## src/hw/rtl/stp_pkg.sv

```systemverilog
// Shared types and constants for the sized text header parser.
package stp_pkg;

   // Character codes and field widths.
   localparam int CH_W      = 21;
   localparam int REQ_DATA_W = 24;
   localparam int RSP_DATA_W = 24;
   localparam int DIGIT_W   = 4;
   localparam int ACCUM_W   = 17;
   localparam int COUNT_W   = 7;

   localparam logic [COUNT_W-1:0] HEADER_LIMIT   = COUNT_W'(125);
   localparam logic [ACCUM_W-1:0] OVERFLOW_GUARD = ACCUM_W'(6553);

   localparam logic [CH_W-1:0] CH_SEMI  = CH_W'(8'h3B);
   localparam logic [CH_W-1:0] CH_COLON = CH_W'(8'h3A);
   localparam logic [CH_W-1:0] CH_EQUAL = CH_W'(8'h3D);
   localparam logic [CH_W-1:0] CH_ZERO  = CH_W'(8'h30);
   localparam logic [CH_W-1:0] CH_NINE  = CH_W'(8'h39);
   localparam logic [CH_W-1:0] CH_KEY_S = CH_W'(8'h73);
   localparam logic [CH_W-1:0] CH_KEY_W = CH_W'(8'h77);
   localparam logic [CH_W-1:0] CH_KEY_N = CH_W'(8'h6E);
   localparam logic [CH_W-1:0] CH_KEY_D = CH_W'(8'h64);
   localparam logic [CH_W-1:0] CH_KEY_V = CH_W'(8'h76);
   localparam logic [CH_W-1:0] CH_KEY_H = CH_W'(8'h68);

   // Token queue between the classifier and the parser.
   localparam int QUEUE_DEPTH = 2;
   localparam int QUEUE_PTR_W = $clog2(QUEUE_DEPTH);
   localparam int QUEUE_CNT_W = $clog2(QUEUE_DEPTH + 1);

   typedef enum logic [2:0] {
      TK_OTHER,
      TK_DIGIT,
      TK_EQUAL,
      TK_COLON,
      TK_SEMI
   } tok_kind_type;

   typedef enum logic [2:0] {
      KEY_NONE,
      KEY_SCALE,
      KEY_WIDTH,
      KEY_NUM,
      KEY_DEN,
      KEY_VALIGN,
      KEY_HALIGN
   } key_class_type;

   typedef enum logic [1:0] {
      PH_KEY,
      PH_EQ,
      PH_FIRSTDIG,
      PH_DIGITS
   } phase_type;

   typedef struct packed {
      logic                first;
      tok_kind_type        kind;
      logic [DIGIT_W-1:0]  digit;
      key_class_type       key;
   } token_type;

endpackage

```

## src/hw/rtl/stp_front.sv

```systemverilog
// Request side: accepts characters and classifies each into a token.
module stp_front (
   input  logic                              req_tvalid,
   output logic                              req_tready,
   input  logic [stp_pkg::REQ_DATA_W-1:0]    req_tdata,
   input  logic                              req_tuser,
   input  logic                              q_full,
   output logic                              q_push,
   output stp_pkg::token_type                q_token
);

   logic [stp_pkg::CH_W-1:0] ch;

   assign ch         = req_tdata[stp_pkg::CH_W-1:0];
   assign req_tready = !q_full;
   assign q_push     = req_tvalid && !q_full;

   always_comb begin
      q_token.first = req_tuser;
      // Digits are 0x30..0x39, so the low nibble is the digit value.
      q_token.digit = ch[stp_pkg::DIGIT_W-1:0];

      if (ch inside {[stp_pkg::CH_ZERO:stp_pkg::CH_NINE]}) begin
         q_token.kind = stp_pkg::TK_DIGIT;
      end else if (ch == stp_pkg::CH_SEMI) begin
         q_token.kind = stp_pkg::TK_SEMI;
      end else if (ch == stp_pkg::CH_COLON) begin
         q_token.kind = stp_pkg::TK_COLON;
      end else if (ch == stp_pkg::CH_EQUAL) begin
         q_token.kind = stp_pkg::TK_EQUAL;
      end else begin
         q_token.kind = stp_pkg::TK_OTHER;
      end

      case (ch)
         stp_pkg::CH_KEY_S: q_token.key = stp_pkg::KEY_SCALE;
         stp_pkg::CH_KEY_W: q_token.key = stp_pkg::KEY_WIDTH;
         stp_pkg::CH_KEY_N: q_token.key = stp_pkg::KEY_NUM;
         stp_pkg::CH_KEY_D: q_token.key = stp_pkg::KEY_DEN;
         stp_pkg::CH_KEY_V: q_token.key = stp_pkg::KEY_VALIGN;
         stp_pkg::CH_KEY_H: q_token.key = stp_pkg::KEY_HALIGN;
         default:           q_token.key = stp_pkg::KEY_NONE;
      endcase
   end

endmodule

```

## src/hw/rtl/stp_queue.sv

```systemverilog
// Small token queue that decouples the classifier from the parser.
module stp_queue (
   input  logic                clock,
   input  logic                reset,
   input  logic                push,
   input  stp_pkg::token_type  push_token,
   input  logic                pop,
   output logic                head_valid,
   output stp_pkg::token_type  head_token,
   output logic                full
);

   stp_pkg::token_type                    slot_ff [stp_pkg::QUEUE_DEPTH];
   logic [stp_pkg::QUEUE_PTR_W-1:0]       wr_ptr_ff, wr_ptr_in;
   logic [stp_pkg::QUEUE_PTR_W-1:0]       rd_ptr_ff, rd_ptr_in;
   logic [stp_pkg::QUEUE_CNT_W-1:0]       count_ff, count_in;
   logic                                  do_pop;

   assign head_valid = (count_ff != '0);
   assign head_token = slot_ff[rd_ptr_ff];
   assign full       = (count_ff == stp_pkg::QUEUE_CNT_W'(stp_pkg::QUEUE_DEPTH));
   assign do_pop     = pop && head_valid;

   always_comb begin
      wr_ptr_in = push   ? wr_ptr_ff + 1'b1 : wr_ptr_ff;
      rd_ptr_in = do_pop ? rd_ptr_ff + 1'b1 : rd_ptr_ff;
      count_in  = count_ff;
      if (push && !do_pop) begin
         count_in = count_ff + 1'b1;
      end else if (do_pop && !push) begin
         count_in = count_ff - 1'b1;
      end
   end

   always_ff @(posedge clock) begin
      if (reset) begin
         wr_ptr_ff <= '0;
         rd_ptr_ff <= '0;
         count_ff  <= '0;
      end else begin
         wr_ptr_ff <= wr_ptr_in;
         rd_ptr_ff <= rd_ptr_in;
         count_ff  <= count_in;
      end
   end

   always_ff @(posedge clock) begin
      if (push) begin
         slot_ff[wr_ptr_ff] <= push_token;
      end
   end

endmodule

```

## src/hw/rtl/stp_back.sv

```systemverilog
// Parser core: walks the header tokens and registers the response.
module stp_back (
   input  logic                              clock,
   input  logic                              reset,
   input  logic                              q_valid,
   input  stp_pkg::token_type                q_token,
   output logic                              q_pop,
   output logic                              rsp_tvalid,
   input  logic                              rsp_tready,
   output logic [stp_pkg::RSP_DATA_W-1:0]    rsp_tdata,
   output logic                              rsp_tuser
);

   stp_pkg::phase_type               phase_ff, phase_in, phase_e;
   stp_pkg::key_class_type           key_ff, key_in, key_e;
   logic [stp_pkg::ACCUM_W-1:0]      accum_ff, accum_in, accum_e;
   logic [stp_pkg::COUNT_W-1:0]      count_ff, count_in, count_e;
   logic                             failed_ff, failed_in, failed_e;
   logic                             done_ff, done_in, done_e;
   logic [2:0]                       scale_ff, scale_in, scale_e;
   logic [2:0]                       width_ff, width_in, width_e;
   logic [3:0]                       num_ff, num_in, num_e;
   logic [3:0]                       den_ff, den_in, den_e;
   logic [1:0]                       valign_ff, valign_in, valign_e;
   logic [1:0]                       halign_ff, halign_in, halign_e;

   logic                             commit_bad;
   logic                             emit;
   logic                             ok;
   logic                             stall;
   logic                             rsp_valid_ff;
   logic [stp_pkg::RSP_DATA_W-1:0]   rsp_data_ff;
   logic                             rsp_user_ff;

   // A first character restarts the parser before it is looked at.
   always_comb begin
      if (q_token.first) begin
         phase_e  = stp_pkg::PH_KEY;
         key_e    = stp_pkg::KEY_NONE;
         accum_e  = '0;
         count_e  = '0;
         failed_e = 1'b0;
         done_e   = 1'b0;
         scale_e  = 3'd1;
         width_e  = '0;
         num_e    = '0;
         den_e    = '0;
         valign_e = '0;
         halign_e = '0;
      end else begin
         phase_e  = phase_ff;
         key_e    = key_ff;
         accum_e  = accum_ff;
         count_e  = count_ff;
         failed_e = failed_ff;
         done_e   = done_ff;
         scale_e  = scale_ff;
         width_e  = width_ff;
         num_e    = num_ff;
         den_e    = den_ff;
         valign_e = valign_ff;
         halign_e = halign_ff;
      end
   end

   // Range check of the value that just ended, for the current key.
   always_comb begin
      case (key_e)
         stp_pkg::KEY_SCALE:  commit_bad = (accum_e == '0) ||
                                           (accum_e > stp_pkg::ACCUM_W'(7));
         stp_pkg::KEY_WIDTH:  commit_bad = (accum_e > stp_pkg::ACCUM_W'(7));
         stp_pkg::KEY_NUM:    commit_bad = (accum_e > stp_pkg::ACCUM_W'(15));
         stp_pkg::KEY_DEN:    commit_bad = (accum_e > stp_pkg::ACCUM_W'(15));
         stp_pkg::KEY_VALIGN: commit_bad = (accum_e > stp_pkg::ACCUM_W'(2));
         stp_pkg::KEY_HALIGN: commit_bad = (accum_e > stp_pkg::ACCUM_W'(2));
         default:             commit_bad = 1'b0;
      endcase
   end

   always_comb begin
      phase_in  = phase_e;
      key_in    = key_e;
      accum_in  = accum_e;
      count_in  = count_e;
      failed_in = failed_e;
      done_in   = done_e;
      scale_in  = scale_e;
      width_in  = width_e;
      num_in    = num_e;
      den_in    = den_e;
      valign_in = valign_e;
      halign_in = halign_e;
      emit      = 1'b0;

      if (!done_e) begin
         if (q_token.kind == stp_pkg::TK_SEMI) begin
            if (!failed_e) begin
               if (phase_e == stp_pkg::PH_EQ || phase_e == stp_pkg::PH_FIRSTDIG) begin
                  failed_in = 1'b1;
               end else if (phase_e == stp_pkg::PH_DIGITS) begin
                  accum_in = '0;
                  if (commit_bad) begin
                     failed_in = 1'b1;
                  end else begin
                     case (key_e)
                        stp_pkg::KEY_SCALE:  scale_in  = accum_e[2:0];
                        stp_pkg::KEY_WIDTH:  width_in  = accum_e[2:0];
                        stp_pkg::KEY_NUM:    num_in    = accum_e[3:0];
                        stp_pkg::KEY_DEN:    den_in    = accum_e[3:0];
                        stp_pkg::KEY_VALIGN: valign_in = accum_e[1:0];
                        stp_pkg::KEY_HALIGN: halign_in = accum_e[1:0];
                        default:             ;
                     endcase
                  end
               end
            end
            if (!failed_in && den_in != '0 && num_in >= den_in) begin
               failed_in = 1'b1;
            end
            done_in = 1'b1;
            emit    = 1'b1;
         end else begin
            if (count_e <= stp_pkg::HEADER_LIMIT) begin
               count_in = count_e + 1'b1;
            end
            if (count_in > stp_pkg::HEADER_LIMIT) begin
               failed_in = 1'b1;
            end
            if (!failed_in) begin
               case (phase_e)
                  stp_pkg::PH_KEY: begin
                     key_in   = q_token.key;
                     accum_in = '0;
                     phase_in = stp_pkg::PH_EQ;
                  end
                  stp_pkg::PH_EQ: begin
                     if (q_token.kind == stp_pkg::TK_EQUAL) begin
                        phase_in = stp_pkg::PH_FIRSTDIG;
                     end else begin
                        failed_in = 1'b1;
                     end
                  end
                  stp_pkg::PH_FIRSTDIG: begin
                     if (q_token.kind == stp_pkg::TK_DIGIT) begin
                        accum_in = stp_pkg::ACCUM_W'(q_token.digit);
                        phase_in = stp_pkg::PH_DIGITS;
                     end else begin
                        failed_in = 1'b1;
                     end
                  end
                  default: begin
                     if (q_token.kind == stp_pkg::TK_DIGIT) begin
                        if (accum_e > stp_pkg::OVERFLOW_GUARD) begin
                           failed_in = 1'b1;
                        end else begin
                           accum_in = stp_pkg::ACCUM_W'(accum_e * stp_pkg::ACCUM_W'(10))
                                    + stp_pkg::ACCUM_W'(q_token.digit);
                        end
                     end else if (q_token.kind == stp_pkg::TK_COLON) begin
                        accum_in = '0;
                        phase_in = stp_pkg::PH_KEY;
                        if (commit_bad) begin
                           failed_in = 1'b1;
                        end else begin
                           case (key_e)
                              stp_pkg::KEY_SCALE:  scale_in  = accum_e[2:0];
                              stp_pkg::KEY_WIDTH:  width_in  = accum_e[2:0];
                              stp_pkg::KEY_NUM:    num_in    = accum_e[3:0];
                              stp_pkg::KEY_DEN:    den_in    = accum_e[3:0];
                              stp_pkg::KEY_VALIGN: valign_in = accum_e[1:0];
                              stp_pkg::KEY_HALIGN: halign_in = accum_e[1:0];
                              default:             ;
                           endcase
                        end
                     end else begin
                        failed_in = 1'b1;
                     end
                  end
               endcase
            end
         end
      end
   end

   // Only a token that ends a header needs room in the response register.
   assign stall = q_valid && emit && rsp_valid_ff && !rsp_tready;
   assign q_pop = q_valid && !stall;
   assign ok    = !failed_in;

   always_ff @(posedge clock) begin
      if (reset) begin
         phase_ff  <= stp_pkg::PH_KEY;
         key_ff    <= stp_pkg::KEY_NONE;
         accum_ff  <= '0;
         count_ff  <= '0;
         failed_ff <= 1'b0;
         done_ff   <= 1'b1;
         scale_ff  <= 3'd1;
         width_ff  <= '0;
         num_ff    <= '0;
         den_ff    <= '0;
         valign_ff <= '0;
         halign_ff <= '0;
      end else if (q_pop) begin
         phase_ff  <= phase_in;
         key_ff    <= key_in;
         accum_ff  <= accum_in;
         count_ff  <= count_in;
         failed_ff <= failed_in;
         done_ff   <= done_in;
         scale_ff  <= scale_in;
         width_ff  <= width_in;
         num_ff    <= num_in;
         den_ff    <= den_in;
         valign_ff <= valign_in;
         halign_ff <= halign_in;
      end
   end

   always_ff @(posedge clock) begin
      if (reset) begin
         rsp_valid_ff <= 1'b0;
      end else if (q_pop && emit) begin
         rsp_valid_ff <= 1'b1;
      end else if (rsp_tready) begin
         rsp_valid_ff <= 1'b0;
      end
   end

   always_ff @(posedge clock) begin
      if (q_pop && emit) begin
         rsp_user_ff <= ok;
         if (ok) begin
            rsp_data_ff <= {6'd0, halign_in, valign_in, den_in, num_in,
                            width_in, scale_in};
         end else begin
            rsp_data_ff <= '0;
         end
      end
   end

   assign rsp_tvalid = rsp_valid_ff;
   assign rsp_tdata  = rsp_data_ff;
   assign rsp_tuser  = rsp_user_ff;

endmodule

```

## src/hw/rtl/sized_text_header_parser.sv

```systemverilog
// Top level of the sized text header parser.
//
// One header character arrives per request on the req_ channel, the
// characters that follow the escape sequence prefix; req_tuser marks the
// first character of a header and restarts the parser. A response leaves on
// the rsp_ channel only when the closing ';' is parsed: rsp_tuser is 1 when
// the header passed every check, and rsp_tdata then carries the size and
// alignment fields, all zero otherwise. Characters after ';' are ignored
// until the next request that has req_tuser set.
// The classifier writes a token into a two-entry queue in the cycle a
// request is accepted; the parser takes it from the queue head and registers
// the response in the response register. The block takes one request per
// cycle while req_tready is high. When rsp_tready is low, the parser holds
// only a ';' token while the response register is full; the queue then
// fills and req_tready drops. After reset the parser is idle until a
// request with req_tuser set arrives, and the queue and response register
// are empty.
module sized_text_header_parser (
   input  logic                              clock,
   input  logic                              reset,
   input  logic                              req_tvalid,
   output logic                              req_tready,
   // ch [20:0], zero [23:21]
   input  logic [stp_pkg::REQ_DATA_W-1:0]    req_tdata,
   // first [0]
   input  logic                              req_tuser,
   output logic                              rsp_tvalid,
   input  logic                              rsp_tready,
   // scale [2:0], span_cells [5:3], numerator [9:6], denominator [13:10],
   // vert_align [15:14], horiz_align [17:16], zero [23:18]
   output logic [stp_pkg::RSP_DATA_W-1:0]    rsp_tdata,
   // valid_res [0]
   output logic                              rsp_tuser
);

   logic                q_full;
   logic                q_push;
   logic                q_pop;
   logic                q_valid;
   stp_pkg::token_type  push_token;
   stp_pkg::token_type  head_token;

   stp_front u_front (
      .req_tvalid (req_tvalid),
      .req_tready (req_tready),
      .req_tdata  (req_tdata),
      .req_tuser  (req_tuser),
      .q_full     (q_full),
      .q_push     (q_push),
      .q_token    (push_token)
   );

   stp_queue u_queue (
      .clock      (clock),
      .reset      (reset),
      .push       (q_push),
      .push_token (push_token),
      .pop        (q_pop),
      .head_valid (q_valid),
      .head_token (head_token),
      .full       (q_full)
   );

   stp_back u_back (
      .clock      (clock),
      .reset      (reset),
      .q_valid    (q_valid),
      .q_token    (head_token),
      .q_pop      (q_pop),
      .rsp_tvalid (rsp_tvalid),
      .rsp_tready (rsp_tready),
      .rsp_tdata  (rsp_tdata),
      .rsp_tuser  (rsp_tuser)
   );

endmodule
```

## config.mk

```make
export PLATFORM = sky130hd
export DESIGN_NAME = sized_text_header_parser
export DESIGN_NICKNAME = d
export VERILOG_FILES = /design/src/hw/rtl/stp_pkg.sv /design/src/hw/rtl/stp_front.sv /design/src/hw/rtl/stp_queue.sv /design/src/hw/rtl/stp_back.sv /design/src/hw/rtl/sized_text_header_parser.sv
export SDC_FILE = /design/constraint.sdc
export NUM_CORES = 1
export LEC_CHECK = 0
export BUFFER_PORTS_ARGS = -buffer_cell sky130_fd_sc_hd__buf_2
export CORE_ASPECT_RATIO = 1.2
export CORE_MARGIN = 5
export CORE_UTILIZATION = 25
export CTS_CLUSTER_DIAMETER = 50
export DETAILED_ROUTE_END_ITERATION = 6
export GPL_TIMING_DRIVEN = 0
export PLACE_DENSITY_LB_ADDON = 0.2
export SETUP_SLACK_MARGIN = 0.05
export SYNTH_ARGS = -nofsm -noshare
export SYNTH_HDL_FRONTEND = slang
export SYNTH_SLANG_ARGS = --single-unit
```

## constraint.sdc

```tcl
create_clock -name clock -period 14.1 [get_ports clock]
set_input_delay 0.705 -clock clock [delete_from_list [all_inputs] [get_ports clock]]
set_output_delay 0.705 -clock clock [all_outputs]
set_load 0.05 [all_outputs]
```

==> flow_summary.yaml, run 1 <==
setup_path:
  critPathCaptureType: "flop"
  maximum_fanout_along_the_worst_path: 10
  timing.critical_path.from_type: "flop"
  endpoint: "u_back.accum_ff[16]"
  cp.required_ns: 14.36
  cp_data_arrival_time_ns: 6.70
  reg2reg_setup_slack_ns: 7.66
  path_class: "reg -> reg"
  worst_r2r_path_depth: 18
  rr_endpoint: "u_back.accum_ff[16]"
timing:
  grt_setup_unrepaired: "no"
  totalNegativeSetupSlack_ns: 0
  layout_min_cycle_time_ns: 6.44
  finalMaxSlewViolations: 0
  fin_worst_hold_slack_ns: 0.471
  timing.final.crit_share: 0.457
  setup_viol_count_final: 0
  max_slew_margin: 0.364
  worst_pin_slew_ns: 0.950
  hold_violations: 0
  finalClockSkew_ns: 0.0116
  fmaxAchievable_mhz: 155
min_path:
  hold_class: "reg -> reg"
  hold_path_depth: 2
  timing.hold.worst.start: "u_back.accum_ff[5]"
route:
  num_vias: 6803
  detailed_route_drc_error_count: 0
  route.detailed.wl_per_inst_um: 18.4
  drt_first_iter_violations: 460
  detailedRoute.firstPassIterationCount: 6
  post_drt_via_cell_ratio: 5.15
  wirelength_mm: 24.3
  ant_nets: 0
yosys:
  yosys.cell_types.count: 88
  synth.top_cells.by_area: "sky130_fd_sc_hd__edfxtp_1 (17%), sky130_fd_sc_hd__dfxtp_1 (15%), sky130_fd_sc_hd__ha_1 (6.4%)"
  cell_area_after_technology_mapping_um2: 7270
  synth_common_cells: "sky130_fd_sc_hd__nor2_1 (106), sky130_fd_sc_hd__nand2_1 (78), sky130_fd_sc_hd__dfxtp_1 (55)"
  synth_cells: 868
  synth_seq_cells: 96
  synth_top_area_frac: 0.169
  synth_largest_area_cell: "sky130_fd_sc_hd__edfxtp_1"
  ys_seq_area_frac: 0.321
  synth.most_common_cell: "sky130_fd_sc_hd__nor2_1"
  synth_async_sr_flop_share: 0
  yosysWarnings: 0
  average_size_of_a_mapped_cell_um2: 8.38
  number_of_flops_mapped_to_enable_cells_by_yosys: 41
  most_used_dff_post_synth: "sky130_fd_sc_hd__dfxtp_1"
floorplan:
  floorplan.die_area_um2: 32600
  floorplan.io_pins: 56
  total_core_area_um2: 28800
  chipHeight_um: 197
  placement_rows: 68
  initial_utilization: 0.253
  chipWidth_um: 166
status:
  run_status: "finished, final reports clean"
job:
  drv.max_cap_violation_count: 0
power:
  pd_cells_nw_per_um2: 145
  leakage_uw: 0.00309
  power.ir.vdd_worst_v: 0.0000967
finish:
  drive_gt1_frac: 0.126
  design.final.nets: 998
  insertedDiodeCount: 0
  layout.filler_cells: 3166
  syn2layout_area_growth_pct: 14.4
cts:
  post_cts.repair.setup_buffers: 0
  tritoncts.num_buffers: 9
  cts_repair_resize_count: 0
  clkLatencyLatePin_ns: 0.36
  clockBufferDepth: 2
  cts.htree.levels: 3
  cts_tree: "done"
  ctsRootBufferMaster: "sky130_fd_sc_hd__clkbuf_16"
  post_cts_hold_buffer_count: 0
  clock_slew_at_the_register_clock_pins_of_the_worst_setup_and_hold_paths_ns: 0.08
  numClockSinks: 96
global_route:
  number_of_global_route_vias_before_repair: 6729
  grt_pass1_wl_mm: 38.2
  grt_overflow_total: 0
  number_of_antenna_violations_at_the_first_check_in_global_routing: 0
  grt.total_usage: 0.145
  grt_start_max_net_pins: 20
placed_design:
  half_perimeter_wire_length_after_placement_mm: 18.6
  numPortBuffers: 46
  place_congestion: 0.902
-- cell families (layout without fill, tap and decap cells) --
group	after synthesis	count (layout)	synth area share
other cells	1	6	0.000516
fa+ha+maj	39	39	0.0692
compound gates	245	245	0.233
buf+inv	84	146	0.0506
xor+xnor	33	33	0.0398
mux	34	34	0.0513
flops	96	96	0.321
simple gates	336	336	0.235
-- critical path, stage by stage (launching register included) --
cell and delay [ns]:
sky130_fd_sc_hd__dfxtp_1 0.33, sky130_fd_sc_hd__buf_6 0.14, sky130_fd_sc_hd__mux2i_4 0.36, sky130_fd_sc_hd__clkbuf_1 0.39, sky130_fd_sc_hd__clkbuf_1 0.63, sky130_fd_sc_hd__clkbuf_1 0.58, sky130_fd_sc_hd__clkbuf_1 0.63, sky130_fd_sc_hd__nand2_1 0.15
sky130_fd_sc_hd__inv_1 0.15, sky130_fd_sc_hd__ha_1 0.25, sky130_fd_sc_hd__ha_1 0.37, sky130_fd_sc_hd__a2111oi_0 0.56, sky130_fd_sc_hd__o21a_1 0.24, sky130_fd_sc_hd__o31a_1 0.14, sky130_fd_sc_hd__nand3_1 0.15, sky130_fd_sc_hd__nor4_1 0.63
sky130_fd_sc_hd__and4_1 0.27, sky130_fd_sc_hd__and3b_1 0.18, sky130_fd_sc_hd__o21a_1 0.17
-- worst min-delay path by stage --
stage | endpoint | slack [ns]
2_1_floorplan | u_back.accum_ff[5] | 0.45
6_report | u_back.accum_ff[5] | 0.47
5_1_grt | u_back.width_ff[0] | 0.51
3_5_place_dp | u_back.accum_ff[5] | 0.46
3_3_place_gp | u_back.accum_ff[5] | 0.46
4_1_cts | u_back.accum_ff[5] | 0.47
-- power by group --
| group | total [uW] | internal [uW] | switching, uW | leakage, uW |
|---|---|---|---|---|
| clock | 265 | 142 | 124 | 0.000150 |
| combinational | 573 | 167 | 406 | 0.00210 |
| sequential | 366 | 339 | 27.7 | 0.000835 |
-- metal layers --
layer | up-vias | routed length [um] | global-route usage
li1 | 3338 | - | -
met1 | 3254 | 10400 | 0.176
met2 | 172 | 12400 | 0.265
met3 | 39 | 804 | 0.0181
met4 | 0 | 617 | 0.0480
met5 | - | 0 | 0
-- cell usage in the layout (no fill, tap or decap), types with 8 or more instances in the layout --
master / count
sky130_fd_sc_hd__ha_1: 37
sky130_fd_sc_hd__nand4_1: 8
sky130_fd_sc_hd__mux2i_1: 20
sky130_fd_sc_hd__a21oi_1: 49
sky130_fd_sc_hd__inv_1: 25
sky130_fd_sc_hd__a31oi_1: 18
sky130_fd_sc_hd__clkbuf_16: 9
sky130_fd_sc_hd__dfxtp_1: 55
sky130_fd_sc_hd__buf_4: 8
sky130_fd_sc_hd__nand2_1: 78
sky130_fd_sc_hd__and2_1: 15
sky130_fd_sc_hd__o21a_1: 10
sky130_fd_sc_hd__clkbuf_1: 35
sky130_fd_sc_hd__xor2_1: 13
sky130_fd_sc_hd__o211ai_1: 16
sky130_fd_sc_hd__xnor2_1: 20
sky130_fd_sc_hd__and3_1: 9
sky130_fd_sc_hd__edfxtp_1: 41
sky130_fd_sc_hd__nor3_1: 22
sky130_fd_sc_hd__nor4_1: 11
sky130_fd_sc_hd__nand2b_1: 9
sky130_fd_sc_hd__and3b_1: 8
sky130_fd_sc_hd__mux2_2: 11
sky130_fd_sc_hd__nor2_1: 106
sky130_fd_sc_hd__nand3_1: 18
sky130_fd_sc_hd__o21ai_0: 54
sky130_fd_sc_hd__a211oi_1: 14
sky130_fd_sc_hd__buf_2: 52
sky130_fd_sc_hd__nor3b_1: 9
-- area by class of cell --
cell class | instances | area (um^2) | share of cell area
Clock inverter | 7 | 88.8 | 0.0107
Clock buffer | 9 | 225 | 0.0271
Inverter | 28 | 105 | 0.0126
Sequential cell | 96 | 2330 | 0.280
Multi-Input combinational cell | 693 | 4590 | 0.552
Timing Repair Buffer | 46 | 230 | 0.0277
Tap cell | 385 | 482 | 0.0579
Buffer | 56 | 263 | 0.0316
-- through the flow --
step	total power [uW]	std cells	worst slack, ns	util	cell area, um^2
5_1_grt	1280	1320	7.26	0.289	8320
6_report	1210	1320	7.66	0.289	8320
4_1_cts	1200	1320	7.61	0.289	8320
2_1_floorplan	753	873	9.45	-	7290
3_3_place_gp	939	1304	7.63	0.278	8000
3_5_place_dp	940	1304	7.64	0.278	8000
-- flip-flops by register name, indices dropped and copies added (netlist names), 4 cells and up, named ones only --
register and count:
u_back.num_ff 4, u_back.count_ff 7, u_back.rsp_tdata 18, u_back.den_ff 4, u_back.accum_ff 17, u_queue.slot_ff 22
No activity file was read; power rests on OpenSTA's default activity.
==> run 2, diff against run 1 <==
Clock period 14.1 ns to 5.3 ns, I/O delays scaled along.
==> flow_summary.yaml, run 2 (synthesized netlist as in run 1, its figures left out) <==
cts:
  numClockSinks: 96
  clkLatencyLatePin_ns: 0.36
  tritoncts.num_buffers: 9
  post_cts_hold_buffer_count: 0
  cts.htree.levels: 3
  ctsRootBufferMaster: "sky130_fd_sc_hd__clkbuf_16"
  clockBufferDepth: 2
  cts_tree: "done"
  clock_slew_at_the_register_clock_pins_of_the_worst_setup_and_hold_paths_ns: 0.07
setup_path:
  cp_data_arrival_time_ns: 5.17
  maximum_fanout_along_the_worst_path: 10
  path_class: "reg -> reg"
  timing.critical_path.from_type: "flop"
  critPathCaptureType: "flop"
  cp.required_ns: 5.50
finish:
  most_common_library_cell_in_the_layout_ignoring_fill_and_taps: "sky130_fd_sc_hd__nor2_1"
  number_of_flip_flops_under_the_largest_register_name: 22
  layout.filler_cells: 3158
  design.final.nets: 1003
  drive_gt1_frac: 0.146
  final_cells: 1325
  top_register: "u_queue.slot_ff"
  insertedDiodeCount: 0
  final_cell_mix: "sky130_fd_sc_hd__nor2_1 (105), sky130_fd_sc_hd__nand2_1 (78), sky130_fd_sc_hd__dfxtp_1 (55)"
  syn2layout_area_growth_pct: 15.8
route:
  route.detailed.wl_per_inst_um: 18.4
  ant_nets: 0
  num_vias: 6836
  detailedRoute.firstPassIterationCount: 6
  post_drt_via_cell_ratio: 5.16
  detailed_route_drc_error_count: 0
  drt_first_iter_violations: 419
  wirelength_mm: 24.4
timing:
  finalMaxSlewViolations: 0
  hold_violations: 0
  totalNegativeSetupSlack_ns: 0
  timing.final.crit_share: 0.937
  setup_viol_count_final: 0
  finalClockSkew_ns: 0.0127
  grt_setup_unrepaired: "yes"
  worst_pin_slew_ns: 0.954
  layout_min_cycle_time_ns: 4.96
  fmaxAchievable_mhz: 201
  max_slew_margin: 0.362
power:
  pd_cells_nw_per_um2: 385
  leakage_uw: 0.00316
  power.ir.vdd_worst_v: 0.000256
job:
  drv.max_cap_violation_count: 0
placed_design:
  place_congestion: 0.902
  placed_instances: 1304
  numPortBuffers: 46
  half_perimeter_wire_length_after_placement_mm: 18.6
global_route:
  grt_start_max_net_pins: 20
  grt.total_usage: 0.146
  grt_pass1_wl_mm: 38.4
  number_of_antenna_violations_at_the_first_check_in_global_routing: 0
  number_of_global_route_vias_before_repair: 6758
  grt_overflow_total: 0
status:
  run_status: "finished, final reports clean"
floorplan:
  chipHeight_um: 197
  total_core_area_um2: 28800
  initial_utilization: 0.253
  placement_rows: 68
  chipWidth_um: 166
  floorplan.io_pins: 56
  floorplan.die_area_um2: 32600
min_path:
  hold_class: "in -> reg"
[run 2: worst paths after layout]
| kind | startpoint | cells after the start | slack [ns] | end |
|---|---|---|---|---|
| setup / recovery | flop | 21 | 0.34 | u_back.rsp_tdata[3] |
| hold / removal | req_tuser | 1 | 0.10 | u_queue.slot_ff[0][10] |
| setup reg to reg | flop | 21 | 0.34 | u_back.rsp_tdata[3] |
| hold reg to reg | u_back.accum_ff[5] | 2 | 0.47 | u_back.accum_ff[5] |
[run 2: critical path: stages (launching register included)]
cell and delay [ns]:
sky130_fd_sc_hd__dfxtp_1 0.33, sky130_fd_sc_hd__buf_6 0.14, sky130_fd_sc_hd__mux2i_4 0.32, sky130_fd_sc_hd__buf_4 0.23, sky130_fd_sc_hd__buf_4 0.24, sky130_fd_sc_hd__nand2_1 0.17, sky130_fd_sc_hd__ha_1 0.35, sky130_fd_sc_hd__nand2b_1 0.25
sky130_fd_sc_hd__nand2b_2 0.31, sky130_fd_sc_hd__nor3_4 0.28, sky130_fd_sc_hd__nor2_1 0.10, sky130_fd_sc_hd__a21oi_1 0.13, sky130_fd_sc_hd__ha_1 0.24, sky130_fd_sc_hd__nand2b_1 0.17, sky130_fd_sc_hd__a21o_1 0.18, sky130_fd_sc_hd__a211o_1 0.31
sky130_fd_sc_hd__o21ai_0 0.16, sky130_fd_sc_hd__o311a_1 0.24, sky130_fd_sc_hd__o2bb2ai_2 0.16, sky130_fd_sc_hd__o21ai_4 0.14, sky130_fd_sc_hd__buf_4 0.18, sky130_fd_sc_hd__nor3_1 0.16
[run 2: layer usage]
metal | wire length [um] | GRT usage | vias to the layer above
li1 | - | - | 3350
met5 | 0 | 0 | -
met3 | 854 | 0.0171 | 33
met1 | 10500 | 0.176 | 3279
met2 | 12400 | 0.264 | 174
met4 | 652 | 0.0578 | 0
[run 2: layout make-up]
cell class	count	area, um^2	share of cell area
flip-flops and latches	96	2330	0.277
repair buffers	51	268	0.0318
clock buffers	9	225	0.0267
clock inverters	7	88.8	0.0105
well taps	385	482	0.0572
inverters	28	105	0.0125
multi-input cells	693	4640	0.551
plain buffers	56	283	0.0336
[run 2: metrics by stage]
stage                     setup WS (ns)  total power (uW)   util  hold slack, ns  instance area [um^2]
after floorplan                   0.654              2000      -           0.364                  7290
after detailed placement          -1.16              2500  0.278           0.462                  8000
final                             0.336              3250  0.293           0.103                  8420
after global routing             0.0330              3440  0.293          0.0875                  8420
after global placement            -1.17              2500  0.278           0.462                  8000
after CTS                        0.0450              3220  0.291          0.0906                  8350
[run 2: where the power goes]
group / internal, uW / total, uW / switching, uW
Clock: 376 / 704 / 328
Sequential: 901 / 975 / 74.4
Combinational: 474 / 1570 / 1090
Total: 1750 / 3250 / 1490
[run 2: timing repair]
item                       CTS  global route
setup endpoints to repair   60            37
gates resized for setup     13            15
buffers inserted             0             5
pin swaps                    0             2
hold endpoints to repair     0             0
